**src/hdl/ir_rbb_pkg.sv**
```systemverilog
`timescale 1ns / 1ps

package ir_rbb_pkg;

    localparam int SAMPLE_W     = 10;
    localparam int Q15_W        = 16;
    localparam int CORDIC_STEPS = 20;
    localparam int STEP_W       = 5;
    localparam int ATAN_W       = 22;
    localparam int Z_W          = 27;
    localparam int GAIN_W       = 30;
    localparam int MAG_SHIFT    = 49;
    localparam int RECIP_W      = 16;
    localparam int RECIP_SHIFT  = 19;
    localparam int DEG_W        = 9;
    localparam int MAG10_W      = 11;
    localparam int DIST_W       = 10;
    localparam int DEG_FRAC     = 16;

    localparam logic [SAMPLE_W-1:0] THRESHOLD_RESET = 10'd1000;
    localparam logic [SAMPLE_W:0]   FULL_WEIGHT     = 11'd1023;
    localparam logic [GAIN_W-1:0]   GAIN_Q30        = 30'd652032874;
    localparam logic [RECIP_W-1:0]  RECIP_TEN       = 16'd52429;
    localparam logic [DEG_W-1:0]    DEG_MAX         = 9'd359;
    localparam logic [MAG10_W-1:0]  DIST_LIMIT      = 11'd1012;
    localparam logic [DIST_W-1:0]   DIST_FLOOR      = 10'h200;
    localparam logic signed [MAG10_W:0] DIST_BASE   = 12'sd500;

    localparam longint TURN_Q16    = 64'sd23592960;
    localparam longint HALF_Q16    = 64'sd11796480;
    localparam longint QUARTER_Q16 = 64'sd5898240;
    localparam longint GAIN_L      = 64'sd652032874;
    localparam longint Q15_MAX     = 64'sd32767;
    localparam longint Q15_MIN     = -64'sd32768;

    typedef struct packed {
        logic [DEG_W-1:0]   deg;
        logic [MAG10_W-1:0] mag10;
    } polar_t;

    function automatic logic [ATAN_W-1:0] atan_q16(input logic [STEP_W-1:0] i);
        logic [ATAN_W-1:0] a;
        unique case (i)
            5'd0:    a = 22'd2949120;
            5'd1:    a = 22'd1740967;
            5'd2:    a = 22'd919879;
            5'd3:    a = 22'd466945;
            5'd4:    a = 22'd234379;
            5'd5:    a = 22'd117304;
            5'd6:    a = 22'd58666;
            5'd7:    a = 22'd29335;
            5'd8:    a = 22'd14668;
            5'd9:    a = 22'd7334;
            5'd10:   a = 22'd3667;
            5'd11:   a = 22'd1833;
            5'd12:   a = 22'd917;
            5'd13:   a = 22'd458;
            5'd14:   a = 22'd229;
            5'd15:   a = 22'd115;
            5'd16:   a = 22'd57;
            5'd17:   a = 22'd29;
            5'd18:   a = 22'd14;
            5'd19:   a = 22'd7;
            default: a = '0;
        endcase
        return a;
    endfunction

    function automatic longint to_q15(input longint v);
        longint t;
        t = (v + 64'sd16384) >>> 15;
        if (t > Q15_MAX) t = Q15_MAX;
        if (t < Q15_MIN) t = Q15_MIN;
        return t;
    endfunction

    function automatic logic [2*Q15_W-1:0] unit_vec(input longint ang);
        longint r;
        longint x;
        longint y;
        longint z;
        longint dx;
        longint dy;
        longint q;
        logic signed [Q15_W-1:0] cc;
        logic signed [Q15_W-1:0] ss;
        logic signed [Q15_W-1:0] c;
        logic signed [Q15_W-1:0] s;
        q  = (ang / QUARTER_Q16) % 4;
        r  = ang % QUARTER_Q16;
        cc = 16'sd32767;
        ss = 16'sd0;
        if (r != 0) begin
            x = GAIN_L;
            y = 0;
            z = r;
            for (int i = 0; i < CORDIC_STEPS; i++) begin
                dx = y >>> i;
                dy = x >>> i;
                if (z >= 0) begin
                    x = x - dx;
                    y = y + dy;
                    z = z - longint'(atan_q16(STEP_W'(i)));
                end else begin
                    x = x + dx;
                    y = y - dy;
                    z = z + longint'(atan_q16(STEP_W'(i)));
                end
            end
            cc = Q15_W'(to_q15(x));
            ss = Q15_W'(to_q15(y));
        end
        if (q == 0) begin
            c = cc;
            s = ss;
        end else if (q == 1) begin
            c = -ss;
            s = cc;
        end else if (q == 2) begin
            c = -cc;
            s = -ss;
        end else begin
            c = ss;
            s = -cc;
        end
        return {c, s};
    endfunction

endpackage

```
**src/hdl/ir_ring_ball_bearing_estimator.sv**
```systemverilog
`timescale 1ns / 1ps

// Ring infrared ball bearing estimator.
// Input channel s_*: one 10-bit sample per request, sensors in angular order,
// NUM_SENSORS requests make one round. Each sample is taken in the idle state and
// written to the sample memory; the minimum is tracked on the fly.
// Output channel m_*: one result per round (ball_found, bearing_deg, distance).
// After the last sample of a round the input is held off while the result is
// built. No ball: the result is loaded once the output register is free. Otherwise
// the neighbor vectors are read one memory word per cycle (2*NEIGHBOR_SPAN+1 reads),
// then the iterative CORDIC unit takes 20 steps, followed by the magnitude states
// P_NORM, P_MUL_HI, P_RECIP and P_FINISH; a zero sum skips the CORDIC unit.
// Config channel cfg_*: one write sets no_ball_threshold, always ready.
// Reset (aresetn low, synchronous) clears the round position, the minimum,
// the threshold (to 1000) and the output valid flag.
// When the receiver stalls, the result is held in the output register; new
// samples are still accepted, and a finished round waits for the register.

module ir_ring_ball_bearing_estimator #(
    parameter int NUM_SENSORS   = 16,
    parameter int NEIGHBOR_SPAN = 3
) (
    input  logic                                 aclk,
    input  logic                                 aresetn,
    input  logic                                 cfg_valid,
    output logic                                 cfg_ready,
    input  logic [ir_rbb_pkg::SAMPLE_W-1:0]      cfg_data,
    input  logic                                 s_valid,
    output logic                                 s_ready,
    input  logic [ir_rbb_pkg::SAMPLE_W-1:0]      s_sensor_value,
    output logic                                 m_valid,
    input  logic                                 m_ready,
    output logic                                 m_ball_found,
    output logic [ir_rbb_pkg::DEG_W-1:0]         m_bearing_deg,
    output logic signed [ir_rbb_pkg::DIST_W-1:0] m_distance
);

    localparam int AW     = $clog2(NUM_SENSORS);
    localparam int TERMS  = 2 * NEIGHBOR_SPAN + 1;
    localparam int CNT_W  = $clog2(TERMS);
    localparam int SW     = ir_rbb_pkg::SAMPLE_W;
    localparam int Q_W    = ir_rbb_pkg::Q15_W;
    localparam int PROD_W = SW + 1 + Q_W;
    localparam int SUM_W  = PROD_W + $clog2(TERMS);
    localparam logic [AW-1:0]    LAST_POS  = AW'(NUM_SENSORS - 1);
    localparam logic [AW:0]      START_OFF = (AW+1)'(NUM_SENSORS - NEIGHBOR_SPAN);
    localparam logic [AW:0]      DEPTH_EXT = (AW+1)'(NUM_SENSORS);
    localparam logic [CNT_W-1:0] LAST_TERM = CNT_W'(TERMS - 1);

    typedef enum logic [2:0] {
        S_IDLE,
        S_READ,
        S_DRAIN,
        S_START,
        S_WAIT,
        S_EMIT,
        S_NOBALL
    } state_t;

    state_t                  state_reg;
    logic [SW-1:0]           thr_reg;
    logic [AW-1:0]           pos_reg;
    logic [SW-1:0]           min_val_reg;
    logic [AW-1:0]           min_pos_reg;
    logic [AW-1:0]           rd_idx_reg;
    logic [CNT_W-1:0]        rd_cnt_reg;
    logic                    rd_vld_reg;
    logic [AW-1:0]           tab_idx_reg;
    logic signed [SUM_W-1:0] sum_x_reg;
    logic signed [SUM_W-1:0] sum_y_reg;
    logic                    m_valid_reg;
    logic                    ball_reg;
    logic [ir_rbb_pkg::DEG_W-1:0]         deg_reg;
    logic signed [ir_rbb_pkg::DIST_W-1:0] dist_reg;

    logic                    in_acc;
    logic                    take_new;
    logic [SW-1:0]           min_val_next;
    logic [AW-1:0]           min_pos_next;
    logic [AW:0]             start_sum;
    logic [AW-1:0]           start_idx_next;
    logic [SW-1:0]           rd_data;
    logic signed [SW:0]      weight;
    logic signed [PROD_W-1:0] prod_x;
    logic signed [PROD_W-1:0] prod_y;
    logic                    out_free;
    logic                    m_load;
    logic                    polar_done;
    ir_rbb_pkg::polar_t      polar_res;
    logic signed [ir_rbb_pkg::MAG10_W:0]   dist_full;
    logic signed [ir_rbb_pkg::DIST_W-1:0]  dist_next;

    logic signed [Q_W-1:0]   cos_tab [NUM_SENSORS];
    logic signed [Q_W-1:0]   sin_tab [NUM_SENSORS];

    for (genvar g = 0; g < NUM_SENSORS; g++) begin : g_tab
        localparam longint ANG = (longint'(g) * ir_rbb_pkg::TURN_Q16) / NUM_SENSORS;
        assign {cos_tab[g], sin_tab[g]} = ir_rbb_pkg::unit_vec(ANG);
    end

    ir_rbb_sample_mem #(
        .DEPTH (NUM_SENSORS)
    ) u_mem (
        .aclk    (aclk),
        .wr_en   (in_acc),
        .wr_addr (pos_reg),
        .wr_data (s_sensor_value),
        .rd_addr (rd_idx_reg),
        .rd_data (rd_data)
    );

    ir_rbb_polar #(
        .SUM_W (SUM_W)
    ) u_polar (
        .aclk    (aclk),
        .aresetn (aresetn),
        .start   (state_reg == S_START),
        .sum_x   (sum_x_reg),
        .sum_y   (sum_y_reg),
        .done    (polar_done),
        .result  (polar_res)
    );

    always_comb begin
        s_ready      = (state_reg == S_IDLE);
        cfg_ready    = 1'b1;
        in_acc       = s_valid && s_ready;
        take_new     = (pos_reg == '0) || (s_sensor_value < min_val_reg);
        min_val_next = take_new ? s_sensor_value : min_val_reg;
        min_pos_next = take_new ? pos_reg : min_pos_reg;
        start_sum    = {1'b0, min_pos_next} + START_OFF;
        start_idx_next = (start_sum >= DEPTH_EXT) ? AW'(start_sum - DEPTH_EXT)
                                                  : AW'(start_sum);
        weight       = signed'(ir_rbb_pkg::FULL_WEIGHT - {1'b0, rd_data});
        prod_x       = weight * cos_tab[tab_idx_reg];
        prod_y       = weight * sin_tab[tab_idx_reg];
        out_free     = !m_valid_reg || m_ready;
        m_load       = out_free && (state_reg == S_EMIT || state_reg == S_NOBALL);
        dist_full    = ir_rbb_pkg::DIST_BASE - signed'({1'b0, polar_res.mag10});
        dist_next    = (polar_res.mag10 > ir_rbb_pkg::DIST_LIMIT)
                       ? signed'(ir_rbb_pkg::DIST_FLOOR)
                       : ir_rbb_pkg::DIST_W'(dist_full);
    end

    always_ff @(posedge aclk) begin
        if (!aresetn) begin
            state_reg   <= S_IDLE;
            thr_reg     <= ir_rbb_pkg::THRESHOLD_RESET;
            pos_reg     <= '0;
            min_val_reg <= '0;
            min_pos_reg <= '0;
            rd_vld_reg  <= 1'b0;
            rd_cnt_reg  <= '0;
            m_valid_reg <= 1'b0;
        end else begin
            if (cfg_valid && cfg_ready) begin
                thr_reg <= cfg_data;
            end
            if (m_load) begin
                m_valid_reg <= 1'b1;
            end else if (m_valid_reg && m_ready) begin
                m_valid_reg <= 1'b0;
            end
            rd_vld_reg  <= (state_reg == S_READ);
            tab_idx_reg <= rd_idx_reg;
            if (rd_vld_reg) begin
                sum_x_reg <= sum_x_reg + SUM_W'(prod_x);
                sum_y_reg <= sum_y_reg + SUM_W'(prod_y);
            end
            unique case (state_reg)
                S_IDLE: begin
                    if (in_acc) begin
                        min_val_reg <= min_val_next;
                        min_pos_reg <= min_pos_next;
                        pos_reg     <= (pos_reg == LAST_POS) ? '0 : pos_reg + 1'b1;
                        if (pos_reg == LAST_POS) begin
                            if (min_val_next > thr_reg) begin
                                state_reg <= S_NOBALL;
                            end else begin
                                rd_idx_reg <= start_idx_next;
                                rd_cnt_reg <= '0;
                                sum_x_reg  <= '0;
                                sum_y_reg  <= '0;
                                state_reg  <= S_READ;
                            end
                        end
                    end
                end
                S_READ: begin
                    rd_idx_reg <= (rd_idx_reg == LAST_POS) ? '0 : rd_idx_reg + 1'b1;
                    rd_cnt_reg <= rd_cnt_reg + 1'b1;
                    if (rd_cnt_reg == LAST_TERM) begin
                        state_reg <= S_DRAIN;
                    end
                end
                S_DRAIN: begin
                    state_reg <= S_START;
                end
                S_START: begin
                    state_reg <= S_WAIT;
                end
                S_WAIT: begin
                    if (polar_done) begin
                        state_reg <= S_EMIT;
                    end
                end
                S_EMIT: begin
                    if (out_free) begin
                        ball_reg    <= 1'b1;
                        deg_reg     <= polar_res.deg;
                        dist_reg    <= dist_next;
                        state_reg   <= S_IDLE;
                    end
                end
                S_NOBALL: begin
                    if (out_free) begin
                        ball_reg    <= 1'b0;
                        deg_reg     <= '0;
                        dist_reg    <= '0;
                        state_reg   <= S_IDLE;
                    end
                end
                default: begin
                    state_reg <= S_IDLE;
                end
            endcase
        end
    end

    assign m_valid       = m_valid_reg;
    assign m_ball_found  = ball_reg;
    assign m_bearing_deg = deg_reg;
    assign m_distance    = dist_reg;

    a_round_end_holds_input: assert property (@(posedge aclk) disable iff (!aresetn)
        (in_acc && pos_reg == LAST_POS) |=> !s_ready)
        else $error("input taken right after round end");

    a_result_from_emit: assert property (@(posedge aclk) disable iff (!aresetn)
        $rose(m_valid) |-> ($past(state_reg) == S_EMIT || $past(state_reg) == S_NOBALL))
        else $error("result appeared outside emit");

    a_no_ball_zero: assert property (@(posedge aclk) disable iff (!aresetn)
        (m_valid && !m_ball_found) |-> (m_bearing_deg == '0 && m_distance == '0))
        else $error("no-ball result not zero");

    a_bearing_range: assert property (@(posedge aclk) disable iff (!aresetn)
        m_valid |-> (m_bearing_deg <= ir_rbb_pkg::DEG_MAX))
        else $error("bearing out of range");

endmodule

```
**src/hdl/ir_rbb_sample_mem.sv**
```systemverilog
`timescale 1ns / 1ps

module ir_rbb_sample_mem #(
    parameter int DEPTH = 16
) (
    input  logic                                aclk,
    input  logic                                wr_en,
    input  logic [$clog2(DEPTH)-1:0]            wr_addr,
    input  logic [ir_rbb_pkg::SAMPLE_W-1:0]     wr_data,
    input  logic [$clog2(DEPTH)-1:0]            rd_addr,
    output logic [ir_rbb_pkg::SAMPLE_W-1:0]     rd_data
);

    logic [ir_rbb_pkg::SAMPLE_W-1:0] mem [DEPTH];

    always_ff @(posedge aclk) begin
        if (wr_en) begin
            mem[wr_addr] <= wr_data;
        end
        rd_data <= mem[rd_addr];
    end

endmodule

```
**src/hdl/ir_rbb_polar.sv**
```systemverilog
`timescale 1ns / 1ps

module ir_rbb_polar #(
    parameter int SUM_W = 30
) (
    input  logic                       aclk,
    input  logic                       aresetn,
    input  logic                       start,
    input  logic signed [SUM_W-1:0]    sum_x,
    input  logic signed [SUM_W-1:0]    sum_y,
    output logic                       done,
    output ir_rbb_pkg::polar_t         result
);

    localparam int X_W   = SUM_W + 7;
    localparam int LO_W  = 18;
    localparam int HI_W  = X_W - LO_W;
    localparam int G_W   = ir_rbb_pkg::GAIN_W;
    localparam int ACC_W = X_W + G_W;
    localparam int P_W   = ACC_W - ir_rbb_pkg::MAG_SHIFT;
    localparam int Q_W   = P_W + ir_rbb_pkg::RECIP_W;
    localparam int Z_W   = ir_rbb_pkg::Z_W;
    localparam int SW    = ir_rbb_pkg::STEP_W;
    localparam int DEG_SHIFT = ir_rbb_pkg::DEG_FRAC;
    localparam logic signed [Z_W-1:0] TURN_Z = Z_W'(ir_rbb_pkg::TURN_Q16);
    localparam logic signed [Z_W-1:0] HALF_Z = Z_W'(ir_rbb_pkg::HALF_Q16);
    localparam logic [SW-1:0] LAST_STEP = SW'(ir_rbb_pkg::CORDIC_STEPS - 1);

    typedef enum logic [2:0] {
        P_IDLE,
        P_ITER,
        P_NORM,
        P_MUL_HI,
        P_RECIP,
        P_FINISH
    } pstate_t;

    pstate_t                  state_reg;
    logic [SW-1:0]            step_reg;
    logic signed [X_W-1:0]    x_reg;
    logic signed [X_W-1:0]    y_reg;
    logic signed [Z_W-1:0]    z_reg;
    logic [ACC_W-1:0]         acc_reg;
    logic [Q_W-1:0]           q_reg;
    logic                     done_reg;
    ir_rbb_pkg::polar_t       result_reg;

    logic signed [X_W-1:0]    sx_ext;
    logic signed [X_W-1:0]    sy_ext;
    logic signed [X_W-1:0]    dx;
    logic signed [X_W-1:0]    dy;
    logic signed [Z_W-1:0]    z_step;
    logic signed [Z_W-1:0]    z_norm;
    logic [Z_W-DEG_SHIFT-1:0] deg_raw;
    logic [X_W-1:0]           x_mag;
    logic [LO_W+G_W-1:0]      prod_lo;
    logic [HI_W+G_W-1:0]      prod_hi;
    logic [Q_W-1:0]           q_prod;

    always_comb begin
        sx_ext  = X_W'(sum_x);
        sy_ext  = X_W'(sum_y);
        dx      = y_reg >>> step_reg;
        dy      = x_reg >>> step_reg;
        z_step  = signed'(Z_W'(ir_rbb_pkg::atan_q16(step_reg)));
        if (z_reg < 0) begin
            z_norm = z_reg + TURN_Z;
        end else if (z_reg >= TURN_Z) begin
            z_norm = z_reg - TURN_Z;
        end else begin
            z_norm = z_reg;
        end
        deg_raw = z_norm[Z_W-1:DEG_SHIFT];
        x_mag   = x_reg[X_W-1] ? '0 : x_reg;
        prod_lo = x_mag[LO_W-1:0] * ir_rbb_pkg::GAIN_Q30;
        prod_hi = x_mag[X_W-1:LO_W] * ir_rbb_pkg::GAIN_Q30;
        q_prod  = acc_reg[ir_rbb_pkg::MAG_SHIFT +: P_W] * ir_rbb_pkg::RECIP_TEN;
    end

    always_ff @(posedge aclk) begin
        if (!aresetn) begin
            state_reg <= P_IDLE;
            done_reg  <= 1'b0;
            step_reg  <= '0;
        end else begin
            done_reg <= 1'b0;
            unique case (state_reg)
                P_IDLE: begin
                    if (start) begin
                        if (sum_x == '0 && sum_y == '0) begin
                            result_reg.deg   <= '0;
                            result_reg.mag10 <= '0;
                            done_reg         <= 1'b1;
                        end else begin
                            if (sum_x < 0) begin
                                x_reg <= (-sx_ext) <<< 4;
                                y_reg <= (-sy_ext) <<< 4;
                                z_reg <= HALF_Z;
                            end else begin
                                x_reg <= sx_ext <<< 4;
                                y_reg <= sy_ext <<< 4;
                                z_reg <= '0;
                            end
                            step_reg  <= '0;
                            state_reg <= P_ITER;
                        end
                    end
                end
                P_ITER: begin
                    if (y_reg > 0) begin
                        x_reg <= x_reg + dx;
                        y_reg <= y_reg - dy;
                        z_reg <= z_reg + z_step;
                    end else begin
                        x_reg <= x_reg - dx;
                        y_reg <= y_reg + dy;
                        z_reg <= z_reg - z_step;
                    end
                    step_reg <= step_reg + 1'b1;
                    if (step_reg == LAST_STEP) begin
                        state_reg <= P_NORM;
                    end
                end
                P_NORM: begin
                    result_reg.deg <= (deg_raw > (Z_W-DEG_SHIFT)'(ir_rbb_pkg::DEG_MAX))
                                      ? ir_rbb_pkg::DEG_MAX
                                      : ir_rbb_pkg::DEG_W'(deg_raw);
                    acc_reg   <= ACC_W'(prod_lo);
                    state_reg <= P_MUL_HI;
                end
                P_MUL_HI: begin
                    acc_reg   <= acc_reg + {prod_hi, LO_W'(0)};
                    state_reg <= P_RECIP;
                end
                P_RECIP: begin
                    q_reg     <= q_prod;
                    state_reg <= P_FINISH;
                end
                P_FINISH: begin
                    result_reg.mag10 <= q_reg[ir_rbb_pkg::RECIP_SHIFT +: ir_rbb_pkg::MAG10_W];
                    done_reg         <= 1'b1;
                    state_reg        <= P_IDLE;
                end
                default: begin
                    state_reg <= P_IDLE;
                end
            endcase
        end
    end

    assign done   = done_reg;
    assign result = result_reg;

endmodule

```
**config.mk**
```make
export PLATFORM = sky130hd
export DESIGN_NAME = ir_ring_ball_bearing_estimator
export DESIGN_NICKNAME = d
export VERILOG_FILES = /design/src/hdl/ir_rbb_pkg.sv /design/src/hdl/ir_ring_ball_bearing_estimator.sv /design/src/hdl/ir_rbb_sample_mem.sv /design/src/hdl/ir_rbb_polar.sv
export SDC_FILE = /design/constraint.sdc
export NUM_CORES = 2
export LEC_CHECK = 0
export ABC_AREA = 1
export BUFFER_PORTS_ARGS = -buffer_cell sky130_fd_sc_hd__buf_2
export CORE_ASPECT_RATIO = 0.7
export CORE_MARGIN = 8
export CORE_UTILIZATION = 55
export CTS_CLUSTER_SIZE = 24
export DETAILED_ROUTE_END_ITERATION = 8
export GPL_TIMING_DRIVEN = 0
export PLACE_DENSITY = 0.71
export SLEW_MARGIN = 30
export SYNTH_ARGS = -nofsm -noshare
export SYNTH_HDL_FRONTEND = slang
export SYNTH_SLANG_ARGS = --single-unit
```
**constraint.sdc**
```tcl
create_clock -name aclk -period 9.2 [get_ports aclk]
set_input_delay 2.76 -clock aclk [delete_from_list [all_inputs] [get_ports aclk]]
set_output_delay 2.76 -clock aclk [all_outputs]
set_load 0.05 [all_outputs]
```
### Yosys cells after proc, flatten, opt, wreduce, memory -nomap -nowiden

Memory sizes are Yosys's and may differ from the RTL's. A register that Yosys moved wholly into a read port is not among the register bits.
Index checks and enable logic that the tools add are counted.

| word-level totals | value |
|---|---|
| bits in registers | 351 |
| bits in writable memories | 160 |
| memory bits (read-only) | 1,216 |
| output and inout bits | 23 |
| logic and storage cells | 212 |
| memories kept | 4 |

Memory list:

| memory | words | width | rd ports | clocked after Yosys merged registers in | write ports | RTL line | text |
|---|---|---|---|---|---|---|---|
| (name not given) | 32 | 22 | 1 | 1 | 0 | ir_rbb_pkg.sv:43 | `unique case (i)` |
| (name not given) | 16 | 16 | 1 | 0 | 0 | ir_ring_ball_bearing_estimator.sv:136 | `prod_y = weight * sin_tab[tab_idx_reg];` |
| (name not given) | 16 | 16 | 1 | 0 | 0 | ir_ring_ball_bearing_estimator.sv:135 | `prod_x = weight * cos_tab[tab_idx_reg];` |
| u_mem.mem | 16 | 10 | 1 | 1 | 1 | ir_rbb_sample_mem.sv:14 | `logic [ir_rbb_pkg::SAMPLE_W-1:0] mem [DEPTH];` |

| operators by class | value |
|---|---|
| add/sub/neg operators | 21 |
| $mul | 5 |
| $lt $le $gt $ge | 10 |
| equal/unequal tests | 27 |
| shift-type cells | 2 |
| multiplexer cells | 84 |
| bitwise logic cells | 1 |
| reduce and logical (&&, ||, !) cells | 33 |

Operator list:

| kind | count |
|---|---|
| $mux 30 | 10 |
| $mux 37 | 8 |
| $pmux 37 s2 | 2 |
| $mux 27 | 5 |
| $pmux 67 s2 | 1 |
| $add 37x37->37 | 2 |
| $sshr 37x5->37 | 2 |
| $sub 37x37->37 | 2 |
| $add 67x67->67 | 1 |
| $neg 30->33 | 2 |
| $mux 16 | 4 |
| $add 30x27->30 | 2 |
| $logic_not 30->1 | 2 |
| $mul 11x16->27 | 2 |
| $pmux 27 s2 | 1 |
| $mul 19x29->48 const B | 1 |
| $mul 18x29->47 const B | 1 |
| $mux 10 | 4 |
| $mux 20 | 2 |
| $gt 37x1->1 const B | 1 |
| $mux 3 | 12 |
| $mux 36 | 1 |
| $pmux 9 s2 | 2 |
| $lt 30x1->1 const B | 1 |
| other kinds (51) | 112 |

### Logic depth before layout (Yosys ltp)

| depth | value |
|---|---|
| depth after elaboration | 11 |
| depth in mapped cells | 41 |
| depth with buffers taken out | 40 |

### Hierarchy

A second synthesis with hierarchy kept.

| unflattened totals | value |
|---|---|
| cells, all modules | 10,061 |
| area total of the unflattened synthesis | 77,081.4 um^2 |

By module, submodules not included:

| module | instances | cells each | area an instance (um^2) | sequential area each (um^2) |
|---|---|---|---|---|
| ir_rbb_polar | 1 | 6,577 | 48,022.3 | 6,025.8 |
| ir_ring_ball_bearing_estimator | 1 | 2,802 | 21,879.7 | 3,363.2 |
| ir_rbb_sample_mem | 1 | 682 | 7,179.4 | 5,004.8 |

### Least setup slack after synthesis

OpenSTA, ideal clock, no wires.

| timing | value |
|---|---|
| kind | input to register |
| start point | input aresetn |
| end point | register u_polar.x_reg[0] (enable) |
| arrival time | 7.604 ns |
| path slack | 1.035 ns |
| stages on the path | 4 |
| buffers on the path | 2 |
| cell sequence | clkinv_1 -> clkbuf_1 -> clkbuf_1 -> nor2_1 |

| on the way | value |
|---|---|
| word-level cells in the longest chain between the ends | 1 |

Ends and longest elaborated chain:

| element | RTL line | text |
|---|---|---|
| from (decl) | ir_ring_ball_bearing_estimator.sv:24 | `input logic aresetn,` |
| $reduce_and 4->1 (no line) | - |  |
| to (signal assigned) | ir_rbb_polar.sv:96 | `x_reg <= (-sx_ext) <<< 4;` |
| to (signal assigned) | ir_rbb_polar.sv:100 | `x_reg <= sx_ext <<< 4;` |
| to (signal assigned) | ir_rbb_polar.sv:111 | `x_reg <= x_reg + dx;` |
| to (decl) | ir_rbb_polar.sv:40 | `logic signed [X_W-1:0] x_reg;` |

No other way between the ends.
A chain may end at the register's enable or synchronous reset.

### Final worst setup path

| timing | value |
|---|---|
| start point | register u_polar.x_reg[36] |
| end point | register u_polar.acc_reg[65], data pin |

| on the way | value |
|---|---|
| word-level cells in the longest chain between the ends | 4 |

Ends and longest elaborated chain:

| element | RTL line | text |
|---|---|---|
| $mux 36 | ir_rbb_polar.sv:74 | `x_mag = x_reg[X_W-1] ? '0 : x_reg;` |
| $mul 19x29->48 | ir_rbb_polar.sv:76 | `prod_hi = x_mag[X_W-1:LO_W] * ir_rbb_pkg::GAIN_Q30;` |
| $add 67x67->67 | ir_rbb_polar.sv:132 | `acc_reg <= acc_reg + {prod_hi, LO_W'(0)};` |
| $pmux 67 s2 | ir_rbb_polar.sv:87 | `unique case (state_reg)` |
| to (signal assigned) | ir_rbb_polar.sv:128 | `acc_reg <= ACC_W'(prod_lo);` |
| to (signal assigned) | ir_rbb_polar.sv:132 |  |
| to (decl) | ir_rbb_polar.sv:43 | `logic [ACC_W-1:0] acc_reg;` |

No other way between the ends.

==> PnR_summary.wiki <==
{| class="wikitable"
! Metric !! Value
|-
| Proportion of layout cells with a drive suffix above 1 || 4.93%
|-
| Die area || 149,000 um2
|-
| Hold Fails Final Rpt || 0
|-
| Largest delay contributor family on the critical path || adder cells
|-
| Most frequently used flop master after synthesis || sky130_fd_sc_hd__edfxtp_1
|-
| Area share of the largest cell type after synthesis || 23.6%
|-
| Transition time of the tightest slew-check pin || 1.16 ns
|-
| Clock Path Buffers || 3
|-
| Starting DRC count in detailed routing || 9,083
|-
| Routed vias || 67,700
|-
| Placed inst area || 78,300 um2
|-
| Final worst-path cycle share || 97.0%
|-
| Filler cells || 12,400
|-
| Proportion of synthesized area in mux cells || less than 1%
|-
| Rel. slew slack || between 20% and 30%
|-
| Largest area contributor in the netlist || sky130_fd_sc_hd__fa_1
|-
| Highest metal used || met5
|-
| Mean instance size in the synthesized netlist || between 7 and 8 um2
|-
| Via density per instance || 5.90
|-
| Compound-cell area share of the yosys netlist || around an eighth
|-
| Number of buffers added by the clock tree synthesis step || 55
|-
| Fraction of the mapped netlist area in simple logic gates || 17.6%
|-
| Largest fanout on the critical path || 10
|-
| Cts hold-fix bufs || 0
|-
| Num rows || 113
|-
| Count of pins on the block boundary || 48
|-
| Cell at the root of the clock tree || sky130_fd_sc_hd__clkbuf_16
|-
| Wire length per cell || 23.9 um
|-
| Largest net degree at the start of global routing || 38
|-
| HPWL after detailed placement || 233,000 um
|-
| Placed Cells || 11,400
|-
| Number of endpoints failing setup at the final stage || 0
|-
| Syn Nets || between 10,000 and 15,000
|-
| Detailed-router iteration count before antenna repair || 8
|-
| Register clock-pin slew on the reported worst setup and hold paths || 0.08 ns
|-
| Max stage delay cell, worst path || sky130_fd_sc_hd__fa_1
|-
| Global Route Usage Sum || 35.8%
|-
| Clock tree from TritonCTS || done
|-
| Asr flop ratio synth || 0%
|-
| Met1 routed wirelength after detailed routing || 123,000 um
|-
| Mapped Area || 75,300 um2
|-
| Count of unresolved DRC violations after routing || 0
|-
| Final ANT Viol Nets || 0
|-
| Level count of the clock H-tree || 2
|-
| Leading cell types by total area after synthesis || sky130_fd_sc_hd__fa_1 24%, sky130_fd_sc_hd__edfxtp_1 17%, sky130_fd_sc_hd__ha_1 13%
|-
| Starting Density || ~55%
|-
| Wire length on met2 || approximately 100,000 um
|-
| Detailed-route wire length || ~270,000 um
|-
| Number of flip-flops in the largest register || 160
|-
| Number of slew-limit violations in the final report || 0
|-
| Share of synthesized area occupied by flip-flops and latches || a little under a fifth
|-
| Number of synthesized flops with an enable pin || 428
|-
| Initial antenna violation count || 9
|-
| Amount of wire on met3 after detailed routing || 47,000 um
|-
| Cells after synthesis || 9,505
|-
| Clock skew after layout || 0.108 ns
|-
| Buffer and inverter count on the worst path || 6
|-
| Net total in the final layout || 11,300
|-
| Worst Path Arrival || 9.30 ns
|-
| Parity-gate share of the synthesized area counting xor and xnor cells || 2.86%
|-
| Worst min-delay path category || flip-flop to flip-flop
|-
| Most used cell along the critical path || sky130_fd_sc_hd__fa_1
|-
| Count of input and output buffers || 46
|-
| Required arrival time at the worst endpoint || 9.57 ns
|-
| Layout Area Growth over Synthesis || 7.10%
|-
| Sink Count || 505
|-
| Clock insertion delay at the later pin of the skew report || 0.73 ns
|-
| Design area || 80,700 um2
|-
| Critical path start-end classification || flip-flop to flip-flop
|-
| Crit path launch type || flip-flop
|-
| Highest clock frequency the design can meet || 112 MHz
|-
| Non-filler instance count after layout || 11,500
|-
| Gr ovfl total || 0
|-
| Synth Area in Adders || 36.3%
|-
| Wire length of the first global-routing pass || 405,000 um
|-
| Yosys reg bits || 505
|-
| Status || completed
|-
| CP peak stage delay || roughly 0.58 ns
|-
| Number of warnings printed during yosys synthesis || 0
|-
| Core footprint || between 100,000 and 150,000 um2
|-
| Largest family of logic cells by synthesized area || adder cells
|-
| Max Cap Viol || 0
|-
| Crit path time final || 8.92 ns
|-
| Worst setup EP type || flip-flop
|-
| Final GP Congestion || 1.12
|-
| Yosys cell types || 71
|-
| Via count of the first global-routing pass || 64,800
|-
| Overall die height || 326 um
|-
| Die outline width || 458 um
|}
==> placed cells by master, fill, tap and decap left out, types with 43 or more instances in the layout <==
master / count
sky130_fd_sc_hd__inv_1: 2040
sky130_fd_sc_hd__nand2_1: 1493
sky130_fd_sc_hd__fa_1: 888
sky130_fd_sc_hd__nor2_1: 791
sky130_fd_sc_hd__ha_1: 758
sky130_fd_sc_hd__a21oi_1: 670
sky130_fd_sc_hd__nand3_1: 550
sky130_fd_sc_hd__o21ai_0: 528
sky130_fd_sc_hd__edfxtp_1: 428
sky130_fd_sc_hd__xor2_1: 145
sky130_fd_sc_hd__clkbuf_1: 110
sky130_fd_sc_hd__xnor2_1: 101
sky130_fd_sc_hd__buf_2: 92
sky130_fd_sc_hd__nor3_1: 88
sky130_fd_sc_hd__a31oi_1: 78
sky130_fd_sc_hd__dfxtp_1: 77
sky130_fd_sc_hd__o211ai_1: 74
sky130_fd_sc_hd__clkbuf_16: 55
sky130_fd_sc_hd__nand4_1: 49
sky130_fd_sc_hd__o21ai_1: 43
==> final cells by class <==
| cell class | instances | area (um2) | share of cell area, % |
|---|---|---|---|
| timing repair buffer | 93 | 815 | 1.01 |
| clock inverter | 40 | 467 | 0.579 |
| inverter | 2072 | 7790 | 9.66 |
| buffer | 217 | 1050 | 1.30 |
| multi-input combinational | 6711 | 52500 | 65.1 |
| antenna | 1 | 2.50 | 0.00310 |
| tap | 1782 | 2230 | 2.76 |
| sequential | 505 | 14400 | 17.8 |
| clock buffer | 63 | 1410 | 1.74 |
==> what timing repair did <==
action | CTS | global route
endpoints found under the setup margin | 25 | 21
pin swaps | 0 | 9
setup buffers | 1 | 23
gates resized for setup | 30 | 57
==> stage by stage <==
stage                     utilization, %  hold WS, ns  setup slack, ns  TNS (ns)
after CTS                           59.1        0.495           0.0205         0
after floorplan                        -        0.440             1.03         0
after detailed placement            57.7        0.485            -1.47    -16.87
after global placement              57.3        0.469            -4.42   -511.43
final                               59.4        0.495            0.276         0
after global routing                59.4        0.528          -0.0187   -0.0187
==> final timing paths <==
path	slack (ns)	endpoint	cells past startpoint	from
setup reg to reg	0.28	u_polar.acc_reg[65]	29	u_polar.x_reg[36]
setup / recovery	0.28	u_polar.acc_reg[65]	29	u_polar.x_reg[36]
hold reg to reg	0.49	thr_reg[4]	2	thr_reg[4]
hold / removal	0.49	thr_reg[4]	2	thr_reg[4]
==> layer usage <==
layer	up-vias	GRT usage, %
li1	30800	-
met2	3909	45.4
met5	-	0.833
met4	2	5.27
met3	303	18.0
met1	32700	54.7
==> cells in the mapped netlist, types with 28 or more instances <==
master and instances:
sky130_fd_sc_hd__nand2_1 1494, sky130_fd_sc_hd__dfxtp_1 77, sky130_fd_sc_hd__nand4_1 49, sky130_fd_sc_hd__xnor2_1 101, sky130_fd_sc_hd__fa_1 888, sky130_fd_sc_hd__xor2_1 145
sky130_fd_sc_hd__mux2i_1 40, sky130_fd_sc_hd__nand3_1 551, sky130_fd_sc_hd__a21oi_1 676, sky130_fd_sc_hd__o21ai_1 39, sky130_fd_sc_hd__nor2_1 827, sky130_fd_sc_hd__o21a_1 34
sky130_fd_sc_hd__nor3_1 96, sky130_fd_sc_hd__or2_2 28, sky130_fd_sc_hd__clkbuf_1 123, sky130_fd_sc_hd__a21o_1 37, sky130_fd_sc_hd__edfxtp_1 428, sky130_fd_sc_hd__buf_2 45
sky130_fd_sc_hd__ha_1 765, sky130_fd_sc_hd__a31oi_1 81, sky130_fd_sc_hd__o211ai_1 74, sky130_fd_sc_hd__inv_1 2044, sky130_fd_sc_hd__o21ai_0 537
==> logic make-up after synthesis <==
family,Yosys count
compound gates,1617
mux,40
xor+xnor,246
buf+inv,2289
fa+ha+maj,1653
flops,505
other cells,1
simple gates,3154
==> worst min-delay path: stages, from the launching register on <==
cell,delay [ns]
sky130_fd_sc_hd__dfxtp_1,0.30
sky130_fd_sc_hd__inv_1,0.08
sky130_fd_sc_hd__a21oi_1,0.07
Power is not shown: default switching activity piles up to over one toggle a cycle in this logic, so the estimate is an artifact.
